## src/hw/rtl/cdq_pkg.sv

```systemverilog
// Shared types, codes and constants for the circular deque.
package cdq_pkg;

   // Default ring depth and capacity register
   localparam int DEPTH_DEF = 16;
   localparam int CAP_W     = 5;
   localparam int CAP_RESET = 16;

   // Field widths
   localparam int OP_W   = 3;
   localparam int DATA_W = 32;

   // Stream payload widths, padded to whole bytes
   localparam int REQ_BITS     = OP_W + DATA_W;
   localparam int REQ_TDATA_W  = ((REQ_BITS + 7) / 8) * 8;
   localparam int RSP_BITS     = 1 + DATA_W + DATA_W + 1 + 1;
   localparam int RSP_TDATA_W  = ((RSP_BITS + 7) / 8) * 8;

   // Operation codes
   localparam logic [OP_W-1:0] OP_PUSH_FRONT = 3'd0;
   localparam logic [OP_W-1:0] OP_PUSH_REAR  = 3'd1;
   localparam logic [OP_W-1:0] OP_POP_FRONT  = 3'd2;
   localparam logic [OP_W-1:0] OP_POP_REAR   = 3'd3;
   localparam logic [OP_W-1:0] OP_PEEK       = 3'd4;

   // Controller states
   typedef enum logic [3:0] {
      ST_IDLE = 4'b0001,
      ST_EXEC = 4'b0010,
      ST_READ = 4'b0100,
      ST_LOAD = 4'b1000
   } state_type;

   // Controller to datapath commands
   typedef struct packed {
      logic load_req;
      logic exec;
      logic capture;
   } cmd_type;

   // Datapath to controller status
   typedef struct packed {
      logic out_free;
   } status_type;

endpackage

```

## src/hw/rtl/circular_deque.sv

```systemverilog
// Top level of the circular deque: controller plus datapath.
//
//  channel   direction  handshake              payload
//  req_      in         req_tvalid/req_tready  tdata: operation, value
//  rsp_      out        rsp_tvalid/rsp_tready  tdata: accepted, front, rear, empty, full
//  csr_      in         csr_valid/csr_ready    csr_data: capacity
//
// A request passes in order through latch, execute, ring read and result load;
// the ring's registered read adds the read step. The next request is taken only
// after the last one has been loaded into the result register.
// A finished result waits in its own register; while it is unread the next request
// holds in result load and the request side stays closed.
// Synchronous reset empties the deque at capacity min(16, DEPTH); a capacity write also empties it.
module circular_deque #(
   parameter int DEPTH = cdq_pkg::DEPTH_DEF
) (
   input  logic                            clock,
   input  logic                            reset,
   input  logic                            req_tvalid,
   output logic                            req_tready,
   // [2:0] operation, [34:3] value, [39:35] zero
   input  logic [cdq_pkg::REQ_TDATA_W-1:0] req_tdata,
   output logic                            rsp_tvalid,
   input  logic                            rsp_tready,
   // [0] accepted, [32:1] front_value, [64:33] rear_value,
   // [65] is_empty, [66] is_full, [71:67] zero
   output logic [cdq_pkg::RSP_TDATA_W-1:0] rsp_tdata,
   input  logic                            csr_valid,
   output logic                            csr_ready,
   input  logic [cdq_pkg::CAP_W-1:0]       csr_data
);
   import cdq_pkg::*;

   cmd_type    cmd;
   status_type status;

   assign csr_ready = 1'b1;

   cdq_ctrl u_cdq_ctrl (
      .clock      (clock),
      .reset      (reset),
      .req_tvalid (req_tvalid),
      .req_tready (req_tready),
      .status     (status),
      .cmd        (cmd)
   );

   cdq_dpath #(
      .DEPTH (DEPTH)
   ) u_cdq_dpath (
      .clock      (clock),
      .reset      (reset),
      .cmd        (cmd),
      .status     (status),
      .req_tdata  (req_tdata),
      .csr_valid  (csr_valid),
      .csr_data   (csr_data),
      .rsp_tvalid (rsp_tvalid),
      .rsp_tready (rsp_tready),
      .rsp_tdata  (rsp_tdata)
   );

endmodule

```

## src/hw/rtl/cdq_ram.sv

```systemverilog
// Generic RAM: one write port, two registered read ports.
module cdq_ram #(
   parameter int WIDTH = 32,
   parameter int DEPTH = 16,
   parameter int AW    = (DEPTH > 1) ? $clog2(DEPTH) : 1
) (
   input  logic             clock,
   input  logic             wr_en,
   input  logic [AW-1:0]    wr_addr,
   input  logic [WIDTH-1:0] wr_data,
   input  logic [AW-1:0]    rd_addr_a,
   input  logic [AW-1:0]    rd_addr_b,
   output logic [WIDTH-1:0] rd_data_a_ff,
   output logic [WIDTH-1:0] rd_data_b_ff
);

   logic [WIDTH-1:0] mem_ff [DEPTH];

   // Write one word, read two words
   always_ff @(posedge clock) begin
      if (wr_en) begin
         mem_ff[wr_addr] <= wr_data;
      end
      rd_data_a_ff <= mem_ff[rd_addr_a];
      rd_data_b_ff <= mem_ff[rd_addr_b];
   end

endmodule

```

## src/hw/rtl/cdq_ctrl.sv

```systemverilog
// Controller state machine for the circular deque.
module cdq_ctrl (
   input  logic                clock,
   input  logic                reset,
   input  logic                req_tvalid,
   output logic                req_tready,
   input  cdq_pkg::status_type status,
   output cdq_pkg::cmd_type    cmd
);
   import cdq_pkg::*;

   state_type state_ff;
   state_type state_in;

   assign req_tready = (state_ff == ST_IDLE);

   // Sequence one request: latch, execute, read ring, load result
   always_comb begin
      state_in     = state_ff;
      cmd.load_req = 1'b0;
      cmd.exec     = 1'b0;
      cmd.capture  = 1'b0;
      case (state_ff)
         ST_IDLE: begin
            if (req_tvalid) begin
               cmd.load_req = 1'b1;
               state_in     = ST_EXEC;
            end
         end
         ST_EXEC: begin
            cmd.exec = 1'b1;
            state_in = ST_READ;
         end
         ST_READ: begin
            state_in = ST_LOAD;
         end
         ST_LOAD: begin
            if (status.out_free) begin
               cmd.capture = 1'b1;
               state_in    = ST_IDLE;
            end
         end
         default: begin
            state_in = ST_IDLE;
         end
      endcase
   end

   always_ff @(posedge clock) begin
      if (reset) begin
         state_ff <= ST_IDLE;
      end else begin
         state_ff <= state_in;
      end
   end

endmodule

```

## src/hw/rtl/cdq_dpath.sv

```systemverilog
// Datapath for the circular deque: pointers, ring memory, result register.
module cdq_dpath #(
   parameter int DEPTH = cdq_pkg::DEPTH_DEF
) (
   input  logic                            clock,
   input  logic                            reset,
   input  cdq_pkg::cmd_type                cmd,
   output cdq_pkg::status_type             status,
   input  logic [cdq_pkg::REQ_TDATA_W-1:0] req_tdata,
   input  logic                            csr_valid,
   input  logic [cdq_pkg::CAP_W-1:0]       csr_data,
   output logic                            rsp_tvalid,
   input  logic                            rsp_tready,
   output logic [cdq_pkg::RSP_TDATA_W-1:0] rsp_tdata
);
   import cdq_pkg::*;

   localparam int IW      = (DEPTH > 1) ? $clog2(DEPTH) : 1;
   localparam int RST_CAP = (CAP_RESET > DEPTH) ? DEPTH : CAP_RESET;
   localparam logic [IW-1:0] RESET_LAST = IW'(RST_CAP - 1);

   // Latched request
   logic [OP_W-1:0]   op_ff;
   logic [DATA_W-1:0] value_ff;

   // Deque state
   logic [IW-1:0] head_ff, head_in;
   logic [IW-1:0] tail_ff, tail_in;
   logic          empty_ff, empty_in;
   logic [IW-1:0] last_ff;
   logic          ok_ff, ok_in;

   // Ring access
   logic              wr_en;
   logic [IW-1:0]     wr_addr;
   logic [DATA_W-1:0] rd_front, rd_rear;

   // Result register
   logic              rsp_valid_ff;
   logic              rsp_ok_ff;
   logic [DATA_W-1:0] rsp_front_ff;
   logic [DATA_W-1:0] rsp_rear_ff;
   logic              rsp_empty_ff;
   logic              rsp_full_ff;

   logic [IW-1:0] head_up, head_dn, tail_up, tail_dn;
   logic          full;
   logic [IW-1:0] csr_last;
   logic [31:0]   csr_wide;

   // Wrap pointers at the effective capacity
   assign head_up = (head_ff == last_ff) ? '0 : head_ff + IW'(1);
   assign head_dn = (head_ff == '0) ? last_ff : head_ff - IW'(1);
   assign tail_up = (tail_ff == last_ff) ? '0 : tail_ff + IW'(1);
   assign tail_dn = (tail_ff == '0) ? last_ff : tail_ff - IW'(1);
   assign full    = !empty_ff && (tail_up == head_ff);

   // Clamp written capacity to 1..DEPTH, keep it as last index
   assign csr_wide = 32'(csr_data);
   always_comb begin
      if (csr_wide == 32'd0) begin
         csr_last = '0;
      end else if (csr_wide > 32'(DEPTH)) begin
         csr_last = IW'(DEPTH - 1);
      end else begin
         csr_last = IW'(csr_wide - 32'd1);
      end
   end

   // Apply the operation to pointers and ring
   always_comb begin
      head_in  = head_ff;
      tail_in  = tail_ff;
      empty_in = empty_ff;
      ok_in    = 1'b0;
      wr_en    = 1'b0;
      wr_addr  = '0;
      case (op_ff)
         OP_PUSH_FRONT, OP_PUSH_REAR: begin
            if (!full) begin
               ok_in = 1'b1;
               wr_en = cmd.exec;
               if (empty_ff) begin
                  head_in  = '0;
                  tail_in  = '0;
                  empty_in = 1'b0;
                  wr_addr  = '0;
               end else if (op_ff == OP_PUSH_FRONT) begin
                  head_in = head_dn;
                  wr_addr = head_dn;
               end else begin
                  tail_in = tail_up;
                  wr_addr = tail_up;
               end
            end
         end
         OP_POP_FRONT, OP_POP_REAR: begin
            if (!empty_ff) begin
               ok_in = 1'b1;
               if (head_ff == tail_ff) begin
                  empty_in = 1'b1;
               end else if (op_ff == OP_POP_FRONT) begin
                  head_in = head_up;
               end else begin
                  tail_in = tail_dn;
               end
            end
         end
         OP_PEEK: begin
            ok_in = 1'b1;
         end
         default: begin
            ok_in = 1'b0;
         end
      endcase
   end

   // Latch the request
   always_ff @(posedge clock) begin
      if (cmd.load_req) begin
         op_ff    <= req_tdata[OP_W-1:0];
         value_ff <= req_tdata[OP_W +: DATA_W];
      end
   end

   // Update deque state; a capacity write empties the deque
   always_ff @(posedge clock) begin
      if (reset) begin
         head_ff  <= '0;
         tail_ff  <= '0;
         empty_ff <= 1'b1;
         last_ff  <= RESET_LAST;
         ok_ff    <= 1'b0;
      end else if (csr_valid) begin
         head_ff  <= '0;
         tail_ff  <= '0;
         empty_ff <= 1'b1;
         last_ff  <= csr_last;
      end else if (cmd.exec) begin
         head_ff  <= head_in;
         tail_ff  <= tail_in;
         empty_ff <= empty_in;
         ok_ff    <= ok_in;
      end
   end

   cdq_ram #(
      .WIDTH (DATA_W),
      .DEPTH (DEPTH),
      .AW    (IW)
   ) u_cdq_ram (
      .clock        (clock),
      .wr_en        (wr_en),
      .wr_addr      (wr_addr),
      .wr_data      (value_ff),
      .rd_addr_a    (head_ff),
      .rd_addr_b    (tail_ff),
      .rd_data_a_ff (rd_front),
      .rd_data_b_ff (rd_rear)
   );

   // Hold the result until taken
   always_ff @(posedge clock) begin
      if (reset) begin
         rsp_valid_ff <= 1'b0;
      end else if (cmd.capture) begin
         rsp_valid_ff <= 1'b1;
      end else if (rsp_tready) begin
         rsp_valid_ff <= 1'b0;
      end
   end

   always_ff @(posedge clock) begin
      if (cmd.capture) begin
         rsp_ok_ff    <= ok_ff;
         rsp_front_ff <= empty_ff ? '1 : rd_front;
         rsp_rear_ff  <= empty_ff ? '1 : rd_rear;
         rsp_empty_ff <= empty_ff;
         rsp_full_ff  <= full;
      end
   end

   assign status.out_free = !rsp_valid_ff || rsp_tready;
   assign rsp_tvalid      = rsp_valid_ff;
   assign rsp_tdata       = {(RSP_TDATA_W - RSP_BITS)'(0), rsp_full_ff, rsp_empty_ff,
                             rsp_rear_ff, rsp_front_ff, rsp_ok_ff};

endmodule

```

## config.mk

```make
export PLATFORM = sky130hd
export DESIGN_NAME = circular_deque
export DESIGN_NICKNAME = d
export VERILOG_FILES = /design/src/hw/rtl/cdq_pkg.sv /design/src/hw/rtl/circular_deque.sv /design/src/hw/rtl/cdq_ram.sv /design/src/hw/rtl/cdq_ctrl.sv /design/src/hw/rtl/cdq_dpath.sv
export SDC_FILE = /design/constraint.sdc
export NUM_CORES = 1
export LEC_CHECK = 0
export BUFFER_PORTS_ARGS = -buffer_cell sky130_fd_sc_hd__buf_2
export CAP_MARGIN = 20
export CORE_MARGIN = 5
export CORE_UTILIZATION = 50
export CTS_BUF_LIST = sky130_fd_sc_hd__clkbuf_16
export DETAILED_ROUTE_END_ITERATION = 10
export PLACE_DENSITY = 0.67
export RECOVER_POWER = 50
export SYNTH_ARGS = -nofsm -noshare
export SYNTH_HDL_FRONTEND = slang
export SYNTH_SLANG_ARGS = --single-unit
export TNS_END_PERCENT = 5
```

## constraint.sdc

```tcl
create_clock -name clock -period 5.65 [get_ports clock]
set_clock_uncertainty 0.2 [all_clocks]
set_input_delay 0.565 -clock clock [delete_from_list [all_inputs] [get_ports clock]]
set_output_delay 0.565 -clock clock [all_outputs]
set_load 0.03 [all_outputs]
```

* Word level (Yosys, flattened, before mapping)
Memories as Yosys holds them, arrays and structs flattened. A register that Yosys moved wholly into a read port is not among the register bits. Cells that the tools add are included.
Operators by class: add/subtract/negate cells 5, order comparisons 1, equal/unequal tests 21, mux-type cells 45, bitwise gates (word level) 1, reductions and logical operators 18
Operator list (number):
- 4-bit 2-to-1 mux | 24
- 32-bit zero test | 1
- 4-bit == test | 4
- 1-bit 2-to-1 mux | 16
- 4-bit one-hot mux with 2 select lines | 2
- 4-bit one-hot mux with 4 select lines | 1
- 7-bit AND reduction | 2
- 2-bit inequality test, second input constant | 6
- 4-bit by 1-bit subtractor with 4-bit output, second input constant | 3
- 4-bit by 1-bit adder with 4-bit output, second input constant | 2
- 4-bit zero test | 2
- 3-bit by 2-bit == test with 1-bit output, second input constant | 2
- 2-bit OR reduction | 3
- 5-bit > comparator, second input constant | 1
- 4-bit by 1-bit == test with 1-bit output, second input constant | 1
- 4-bit by 2-bit == test with 1-bit output, second input constant | 1
- 4-bit by 3-bit == test with 1-bit output, second input constant | 1
- 4-bit == test, second input constant | 1
- 2-bit AND reduction | 2
- 2-bit nonzero test | 2
- 3-bit by 1-bit == test with 1-bit output, second input constant | 1
- 3-bit == test, second input constant | 1
- 3-bit zero test | 1
- 3-bit by 1-bit inequality test with 1-bit output, second input constant | 1
- other kinds (9) | 10
Storage, ports and cells: flip-flop bits (word level) 121, RAM bits 512, input bits 50, output and inout bits 75, logic and storage cells 106, memories 1
Memory list:
- u_cdq_dpath.u_cdq_ram.mem_ff | depth 16, width 32, rd ports 2, clocked after Yosys merged registers in 2, write ports 1, line cdq_ram.sv:17 | logic [WIDTH-1:0] mem_ff [DEPTH];

* Depth between registers and ports, before layout
Gate-level depths: netlist (run 1).
depth after elaboration 8, gate-level depth with buffers 12, depth with buffers taken out 9

* Hierarchy
From an unflattened synthesis (run 1), not the netlist that was laid out.
Second synthesis, totals: cells, all modules 1553, area total of the unflattened synthesis 29513.3 um^2
By module, submodules not included:
- cdq_ram | instances 1, cells an instance 1141, area an instance 24203.2 um^2, seq. area each 16656.0 um^2
- cdq_dpath | instances 1, cells an instance 388, area an instance 5066.1 um^2, seq. area each 3363.2 um^2
- cdq_ctrl | instances 1, cells an instance 22, area an instance 232.7 um^2, seq. area each 80.1 um^2
- circular_deque | instances 1, cells an instance 2, area an instance 11.3 um^2, seq. area each 0.0 um^2

* Worst setup path before layout (run 1)
Ideal clock, no wire load.
path type register to register, from register u_cdq_dpath.tail_ff[1], to memory u_cdq_dpath.u_cdq_ram.mem_ff[10][0] (enable), setup time 0.421 ns, data arrival time 3.929 ns, data required time 5.029 ns, slack 1.100 ns, cell stages (with the launch flop) 12, path buffers 3, clock period less this slack 4.550 ns, path through dfxtp_1 buf_4 clkbuf_1 clkbuf_1 inv_1 ha_1 xor2_1 nor4_1 o31a_1 o2111ai_4 nand4_1 nor2_1
Between the ends: longest elaborated chain between the ends 8, elaborated cells on any way between the ends 13, those cells by class add/sub: 1; eq/ne: 2; mux: 9; reduce/logical: 1
Ends and longest elaborated chain:
- start: declaration | line cdq_dpath.sv:28 | logic [IW-1:0] tail_ff, tail_in;
- start signal: assignment | line cdq_dpath.sv:141 | tail_ff <= tail_in;
- 4-bit by 1-bit adder with 4-bit output or 4-bit == test (tied branches) | line cdq_dpath.sv:54 | assign tail_up = (tail_ff == last_ff) ? '0 : tail_ff + IW'(1);
- 4-bit 2-to-1 mux * | line cdq_dpath.sv:54
- 4-bit == test | line cdq_dpath.sv:56 | assign full = !empty_ff && (tail_up == head_ff);
- 1-bit logical AND | line cdq_dpath.sv:56
- 1-bit 2-to-1 mux | line cdq_dpath.sv:80 | if (!full) begin
- 1-bit 2-to-1 mux | line cdq_dpath.sv:78 | case (op_ff)
- 1-bit 2-to-1 mux | line cdq_ram.sv:21 | if (wr_en) begin
- 1-bit 2-to-1 mux (not written as such) | line cdq_ram.sv:22 | mem_ff[wr_addr] <= wr_data;
- end: declaration | line cdq_ram.sv:17
Mark *: on every way between the ends. The rest lies on a longest branch, timed or not.

* Worst setup path after layout (run 1)
from register u_cdq_dpath.tail_ff[1], to memory u_cdq_dpath.u_cdq_ram.mem_ff[5][2] (enable)
Same word-level chain as after synthesis.

==> metrics, run 1 <==
most numerous cell in the Yosys netlist edfxtp_1; residual DRC count 0; final worst path period need 4.51 ns; share of layout cells above drive strength 1 38.0%; RSZ-0062 raised after global routing false; crit path cell chain buf_4 > and4_1 > nor4_1 > o31a_1 > o2111ai_4 > nand4_1 > nor2_4 > buf_4; DRT Wirelength 66.6 mm; GPL Wtd Cong 0.763; Cell Rows 89; actual slew at the worst max-slew pin 1.87 ns; area leader, netlist edfxtp_1; die area 64100 sq um; pins over their slew limit 20; CP dominant cell by count buf_4; Yosys warnings 0; syn_area_per_cell 21.1 sq um; post-synth top area share 62.4%; die height 253 um; Nets 1623; CTS tree yes; cts repair resizes 0; Routed Antenna Nets 0; Synth Cell Area 29600 sq um; root buf cell clkbuf_16; PD cells 317 nW/um^2; initial antenna violation count 2; Vias per Instance 6.20; postcts setup bufs 0; VDD IR-drop max 0.252 mV; DRT iter0 DRCs 1479; vias post-DR 14.9k; Final Cycle Share 79.8%; Layout fillers 4309; Bufs and invs on worst path 2; Clock Latency Late Sink 0.61 ns; Setup TNS 0 ns; WS Path Type flop to flop; I/O Buffers 113; Fin. Hold Viols 0; Wirelength per Cell 27.8 um; vias in the first global route 15.5k; first-pass GRT wire length 99.1 mm; crit end category flop; Clock Tree Buf Depth 3; grt ovf 0; Critical Path AT 4.60 ns; leakage 10.5 nW; Synth-to-Final Area Change 14.7%; Initial Utilization 50.3%; CP top delay family simple AND/OR/NAND/NOR gates; status finished with violations; failing checks capacitance limit, slew limit; Crit-path slowest cell nor2_4; CP required 5.75 ns; largest net degree at the start of global routing 73; number of synthesized register bits 697; DRT Pass-1 Iters 5; Hold WS 0.0842 ns; worst min path class input port to flop; count of hold buffers inserted by post-cts repair 35; core box area 58800 sq um; Clock transition at path regs 0.06 ns; clock tree sinks 697; number of flops mapped to enable cells by yosys 614; sequential fraction of the synthesis area 68.0%; Syn Inst Count 1402; startpoint types flop; Final setup viols 0; Max Clk Rate 222 MHz; fin util 57.6%; diode count 0; number of distinct library cells after synthesis 61; total track usage 20.9%; Ports 125; Area contributors post-synth edfxtp_1 (62%), mux4_2 (24%), dfxtp_1 (5.6%); detailed placer's ending HPWL 36.5 mm; Die Wd 253 um; TritonCTS Buffers 74; critical path fanouts, max 50; Most used DFF post-synth edfxtp_1; max-cap viol count 1; Slew HR -25.4%; Power Total 10.7 mW; Async SR Flop Fraction 0%; slowest stage delay, CP 0.83 ns; top cells by count, synth edfxtp_1 (614), mux4_2 (320), dfxtp_1 (83); number of H-tree levels 3
==> final timing paths <==
| path | start | end | slack [ns] | cells past startpoint |
|---|---|---|---|---|
| worst max-delay path | u_cdq_dpath.tail_ff[1] | u_cdq_dpath.u_cdq_ram.mem_ff[5][2] | 1.14 | 8 |
| worst min-delay path | reset | u_cdq_dpath.rsp_tvalid | 0.08 | 2 |
| worst max register to register | u_cdq_dpath.tail_ff[1] | u_cdq_dpath.u_cdq_ram.mem_ff[5][2] | 1.14 | 8 |
| worst min register to register | u_cdq_dpath.ok_ff | u_cdq_dpath.rsp_ok_ff | 0.24 | 0 |
==> layer usage <==
| metal | routed length, um | track usage, % | share of wire (%) |
|---|---|---|---|
| met1 | 27300 | 29.6 | 41 |
| met2 | 33700 | 34.8 | 51 |
| met3 | 4340 | 3.35 | 6.5 |
| met4 | 1250 | 5.35 | 1.9 |
| met5 | 0 | 0 | 0 |
==> power by group <==
part	internal [mW]	total, mW	switching, mW
clock	2.73	4.67	1.93
combinational	0.0822	0.222	0.140
sequential	5.72	5.84	0.118
==> per-stage QoR <==
step / setup WS (ns) / instance area, sq um / cells
5_1_grt: 0.957 / 33900 / 2400
2_1_floorplan: 1.10 / 29600 / 1406
4_1_cts: 1.03 / 33900 / 2398
3_3_place_gp: 1.15 / 31200 / 2228
6_report: 1.14 / 33900 / 2400
3_5_place_dp: 1.02 / 31200 / 2228
==> state kept, by name, indices dropped and copies added (netlist names), 3 cells and up <==
register                            flops
u_cdq_dpath.op_ff                       3
u_cdq_dpath.head_ff                     4
u_cdq_dpath.rsp_rear_ff                32
u_cdq_dpath.value_ff                   32
u_cdq_dpath.last_ff                     4
u_cdq_dpath.tail_ff                     4
u_cdq_dpath.rsp_front_ff               32
u_cdq_dpath.u_cdq_ram.mem_ff          512
u_cdq_dpath.u_cdq_ram.rd_data_a_ff     32
u_cdq_dpath.u_cdq_ram.rd_data_b_ff     32
u_cdq_ctrl.state_ff                     4
==> cells in the final DEF (no fill, tap or decap), types with 16 or more instances in the layout <==
cell	n
or2_2	66
nor2_1	20
edfxtp_1	614
buf_2	60
dlygate4sd3_1	35
nor2_4	16
dfxtp_1	76
inv_1	37
nand2_1	19
mux4_2	320
buf_4	23
clkbuf_1	53
o21ai_0	16
clkbuf_16	75
==> cells by family after synthesis <==
kind of cell	after synthesis	synth area share (%)
AOI/OAI and AO/OA	70	1.68
xor gates and xnor gates	18	0.610
and+or+nand+nor	164	3.04
adders and majority gates	7	0.279
muxes	326	24.6
DFF	697	68.0
buffers and inverters	118	1.77
other	2	0.0254
==> layout make-up <==
type | count | area (sq um) | share of cell area (%)
clock inverters | 60 | 465 | 1.37
inverters | 19 | 73.8 | 0.218
repair buffers | 185 | 1320 | 3.89
flip-flops and latches | 697 | 20100 | 59.4
clock buffers | 75 | 1880 | 5.54
multi-input cells | 591 | 9070 | 26.8
well taps | 773 | 967 | 2.85
Note: power is estimated with default switching activity, not from simulation.
==> inputs of run 2 (changes only) <==
- PLACE_DENSITY: 0.67 -> 0.69
- clock period: 5.65 -> 3.8 ns (I/O delays scaled with it)
==> run 2 against run 1 <==
The run still ends with capacitance limit, slew limit left. Core utilization rose by 0.24 points. Combinational power rose by 57%. Final cell count rose by 1.4%. Power rose by 47%. Die area did not move. Hold slack improved by 0.0032 ns. Sequential share of layout area fell by 0.25 points. Clock-buffer cell count fell by 1.
==> metrics, run 2 (same netlist as run 1, synthesis figures left out) <==
status finished with violations; failing checks capacitance limit, slew limit; grt ovf 0; Nets 1659; Metal-1 WL 27.4 mm; final worst path period need 3.59 ns; cts repair resizes 0; diode count 0; Synth-to-Final Area Change 15.2%; Hold WS 0.0874 ns; crit path cell chain inv_1 > ha_1 > or3b_2 > o21ai_0 > o22a_1 > nand4_1 > nor2_4 > buf_4; Clock Latency Late Sink 0.60 ns; Final Cycle Share 94.5%; Switching Share 20.5%; pins over their slew limit 27; largest register by flop count u_cdq_dpath.u_cdq_ram.mem_ff; Detail Route met3 WL 4.10 mm; root buf cell clkbuf_16; total track usage 21.1%; number of H-tree levels 3; Max Clk Rate 278 MHz; Die Wd 253 um; actual slew at the worst max-slew pin 1.82 ns; vias in the first global route 15.9k; first-pass GRT wire length 101 mm; Fin. Hold Viols 0; I/O Buffers 113; Comb power frac 2.2%; share of layout cells above drive strength 1 37.5%; CP required 3.87 ns; CP top delay family simple AND/OR/NAND/NOR gates; Critical Path AT 3.66 ns; critical path fanouts, max 21; core box area 58800 sq um; TritonCTS Buffers 71; PD cells 462 nW/um^2; max reg flops 512; Wirelength per Cell 27.5 um; Clock transition at path regs 0.06 ns; DR WL met2 34.1 mm; vias post-DR 15.0k; largest net degree at the start of global routing 91; Layout fillers 4316; Int Power 12.5 mW; die height 253 um; Setup TNS 0 ns; Bufs and invs on worst path 2; startpoint types flop; fin util 57.9%; Slew HR -21.6%; CTS tree yes; crit end category flop; DRT Wirelength 67.0 mm; most frequent cells in the layout edfxtp_1 (614), mux4_2 (320), clkbuf_1 (75), dfxtp_1 (75), clkbuf_16 (74); hold path startpoint csr_data[4]; Flop pwr share 55.1%; Crit. Startpoint u_cdq_dpath.head_ff[1]; Clock Tree Buf Depth 3; clock tree sinks 697; Crit-path slowest cell nor2_4; Switch Pwr 3.23 mW; Routed Antenna Nets 0; GPL Wtd Cong 0.823; Ports 125; VDD IR-drop max 0.336 mV; Crit Reg-Reg Startpoint u_cdq_dpath.head_ff[1]; Initial Utilization 50.3%; leakage 10.5 nW; WS Path Type flop to flop; Final setup viols 0; Vias per Instance 6.15; slowest stage delay, CP 0.84 ns; residual DRC count 0; commonest non-fill, non-tap cell in the layout edfxtp_1; detailed placer's ending HPWL 38.1 mm; post-route cell area 34000 sq um; DRT Pass-1 Iters 5; initial antenna violation count 0; Clock Power Share 42.7%; Cell Area, Placed 31400 sq um; DRT iter0 DRCs 1375; max-cap viol count 1; Cell Rows 89; top routing layer used met4; RSZ-0062 raised after global routing false; worst min path class input port to flop; die area 64100 sq um
-- run 2: changes by cell type in the layout (fill, tap and decap cells not counted), sizes merged --
cell         before  now
buf              97  104
bufinv            7    5
clkbuf          128  149
clkinv           24   29
clkinvlp          5    3
dlygate4sd3      35   45
inv              43   37
-- run 2: power groups by stage --
stage / Clock [mW] / Combinational, mW / Sequential, mW
6_report: 6.71 / 0.349 / 8.67
3_5_place_dp: 0 / 0.324 / 8.83
3_3_place_gp: 0 / 0.317 / 8.82
2_1_floorplan: 0 / 0.159 / 8.81
5_1_grt: 7.17 / 0.379 / 8.69
4_1_cts: 6.86 / 0.361 / 8.67
-- run 2: final timing paths --
check                                              end  slack (ns)  depth (start not counted)
hold / removal                  u_cdq_dpath.last_ff[0]        0.09                          4
setup / recovery  u_cdq_dpath.u_cdq_ram.mem_ff[14][16]        0.21                          8
hold reg to reg                  u_cdq_dpath.rsp_ok_ff        0.23                          0
setup reg to reg  u_cdq_dpath.u_cdq_ram.mem_ff[14][16]        0.21                          8
-- run 2: per-layer routing --
metal	vias to the layer above	GRT usage, %
li1	6338	-
met1	8006	29.7
met2	518	35.5
met3	101	2.95
met4	0	5.72
met5	-	0
-- run 2: repair_timing --
action                    CTS  global route
buffers inserted            0             0
hold buffers               45             0
hold endpoints to repair   45             0
-- run 2: tightest hold or removal path: stages --
cell and delay, ns:
buf_2 0.12, inv_1 0.09, maj3_1 0.17, o21ai_0 0.07
-- run 2: final cells by class --
class	instances	area (sq um)	share of cell area (%)
Sequential cell	697	20100	59.1
Clock buffer	74	1850	5.44
Clock inverter	55	390	1.15
Tap cell	773	967	2.84
Multi-Input combinational cell	591	9070	26.7
Inverter	19	73.8	0.217
Timing Repair Buffer	224	1550	4.56
-- run 2: per-stage QoR --
step	instances	worst slack, ns	power (mW)
global placement	2259	0.240	9.13
detailed placement	2259	0.178	9.16
floorplan	1406	0.0737	8.97
global route	2433	0.0104	16.2
CTS	2433	0.176	15.9
finish	2433	0.209	15.7
==> inputs of run 3 (changes only) <==
- MAX_ROUTING_LAYER: default -> met4
- PLACE_DENSITY: 0.69 -> 0.77
- SKIP_CTS_REPAIR_TIMING: default -> 1
==> run 3 against run 2 <==
Non-clock buffer count decreased by 8. Register-to-register slack gained 0.21 ns. Hold slack lost 0.16 ns. Power grew 0.64%. Final cell count shrank 0.37%. Largest cell class unchanged. Routed wire length is 3.7% higher. Sequential share of layout area decreased by 0.052 points. Critical path type unchanged. Sequential cell count did not move. The run ends with hold timing, capacitance limit, slew limit left.
==> metrics, run 3 (same netlist as run 1, synthesis figures left out) <==
status finished with violations; failing checks hold timing, capacitance limit, slew limit; Max Clk Rate 296 MHz; vias in the first global route 15.9k; share of layout cells above drive strength 1 37.3%; Ports 125; FF/Latch Area 20100 sq um; fin util 57.9%; CTS tree yes; total track usage 22.3%; critical path fanouts, max 17; PD cells 465 nW/um^2; Clock Latency Late Sink 0.60 ns; crit end category flop; CP required 3.90 ns; Wirelength per Cell 28.6 um; GPL Wtd Cong 0.836; Synth-to-Final Area Change 15.2%; DR WL met2 35.9 mm; vias post-DR 15.4k; worst min path class input port to flop; Hold WS -0.0769 ns; Slew HR -32.9%; Fin. Hold Viols 1; Die Wd 253 um; Metal-1 WL 26.3 mm; Vias per Instance 6.34; residual DRC count 0; I/O Buffers 113; Clock Tree Buf Depth 3; grt ovf 0; first-pass GRT wire length 103 mm; top routing layer used met4; Cell Rows 89; VDD IR-drop max 0.274 mV; Final Cycle Share 89.0%; Detail Route met3 WL 5.70 mm; leakage 10.5 nW; max reg flops 512; DRT Pass-1 Iters 6; Layout fillers 4192; largest net degree at the start of global routing 111; crit path cell chain inv_1 > ha_1 > xor2_1 > nor4_1 > o31a_1 > o2111ai_4 > nand4_1 > buf_4 > nor2_4 > buf_12; Clock transition at path regs 0.06 ns; TritonCTS Buffers 70; RSZ-0062 raised after global routing false; initial antenna violation count 0; number of H-tree levels 3; Setup TNS 0 ns; placed insts 2255; Critical Path AT 3.48 ns; clock tree sinks 697; Initial Utilization 50.3%; core box area 58800 sq um; startpoint types flop; max-cap viol count 2; Crit-path slowest cell dfxtp_4; Final setup viols 0; fin cells 2424; Routed Antenna Nets 0; WS Path Type flop to flop; final worst path period need 3.38 ns; pins over their slew limit 67; Multi-input gate area 9070 sq um; die area 64100 sq um; DRT iter0 DRCs 1817; commonest non-fill, non-tap cell in the layout edfxtp_1; largest register by flop count u_cdq_dpath.u_cdq_ram.mem_ff; most frequent cells in the layout edfxtp_1 (614), mux4_2 (320), clkbuf_1 (80); slowest stage delay, CP 0.49 ns; Nets 1650; die height 253 um; actual slew at the worst max-slew pin 1.99 ns; detailed placer's ending HPWL 38.4 mm; DRT Wirelength 69.4 mm; root buf cell clkbuf_16
-- run 3: worst max-delay path, delay by kind of cell, from the launching register on --
family                   cells  cell delay, ns
XOR/XNOR                     1            0.17
adder cells (fa/ha/maj)      1            0.39
flip-flops                   1            0.49
AND/OR/NAND/NOR              3            0.59
buffers and inverters        3            0.58
AO/OA/AOI/OAI                2            0.65
-- run 3: where the power goes --
group	leakage, nW	internal [mW]	switching (mW)	total, mW
logic	3.02	0.129	0.221	0.350
clock network	1.15	3.91	2.90	6.81
registers	6.32	8.50	0.173	8.67
total	10.5	12.5	3.30	15.8
-- run 3: final cells by class --
class                           instances  share of cell area, %
Clock buffer                           73                   5.36
Multi-Input combinational cell        591                   26.6
Inverter                               19                  0.217
Clock inverter                         54                   1.29
Sequential cell                       697                   59.1
Antenna cell                            1                0.00735
Timing Repair Buffer                  216                   4.58
Tap cell                              773                   2.84
-- run 3: routing by layer --
| layer | global-route usage, % | up-vias |
|---|---|---|
| met3 | 3.68 | 132 |
| met1 | 29.3 | 8099 |
| met2 | 36.8 | 822 |
| met4 | 6.03 | 0 |
| met5 | - | - |
| li1 | - | 6313 |
-- run 3: final timing paths --
kind,startpoint,end,slack (ns),depth (start not counted)
setup / recovery,u_cdq_dpath.tail_ff[1],u_cdq_dpath.u_cdq_ram.mem_ff[15][15],0.42,10
hold / removal,rsp_tready,u_cdq_dpath.rsp_tvalid,-0.08,4
setup reg to reg,u_cdq_dpath.tail_ff[1],u_cdq_dpath.u_cdq_ram.mem_ff[15][15],0.42,10
hold reg to reg,u_cdq_dpath.ok_ff,u_cdq_dpath.rsp_ok_ff,0.24,0
-- run 3: stage by stage --
stage,area (sq um),hold WS (ns),setup slack [ns],power [mW]
after floorplan,29700,0.202,0.0737,8.97
after global routing,34100,-0.0101,0.286,16.3
after CTS,33800,-0.286,0.430,15.9
after global placement,31500,0.215,0.480,9.13
final,34100,-0.0769,0.417,15.8
after detailed placement,31500,0.221,0.445,9.16
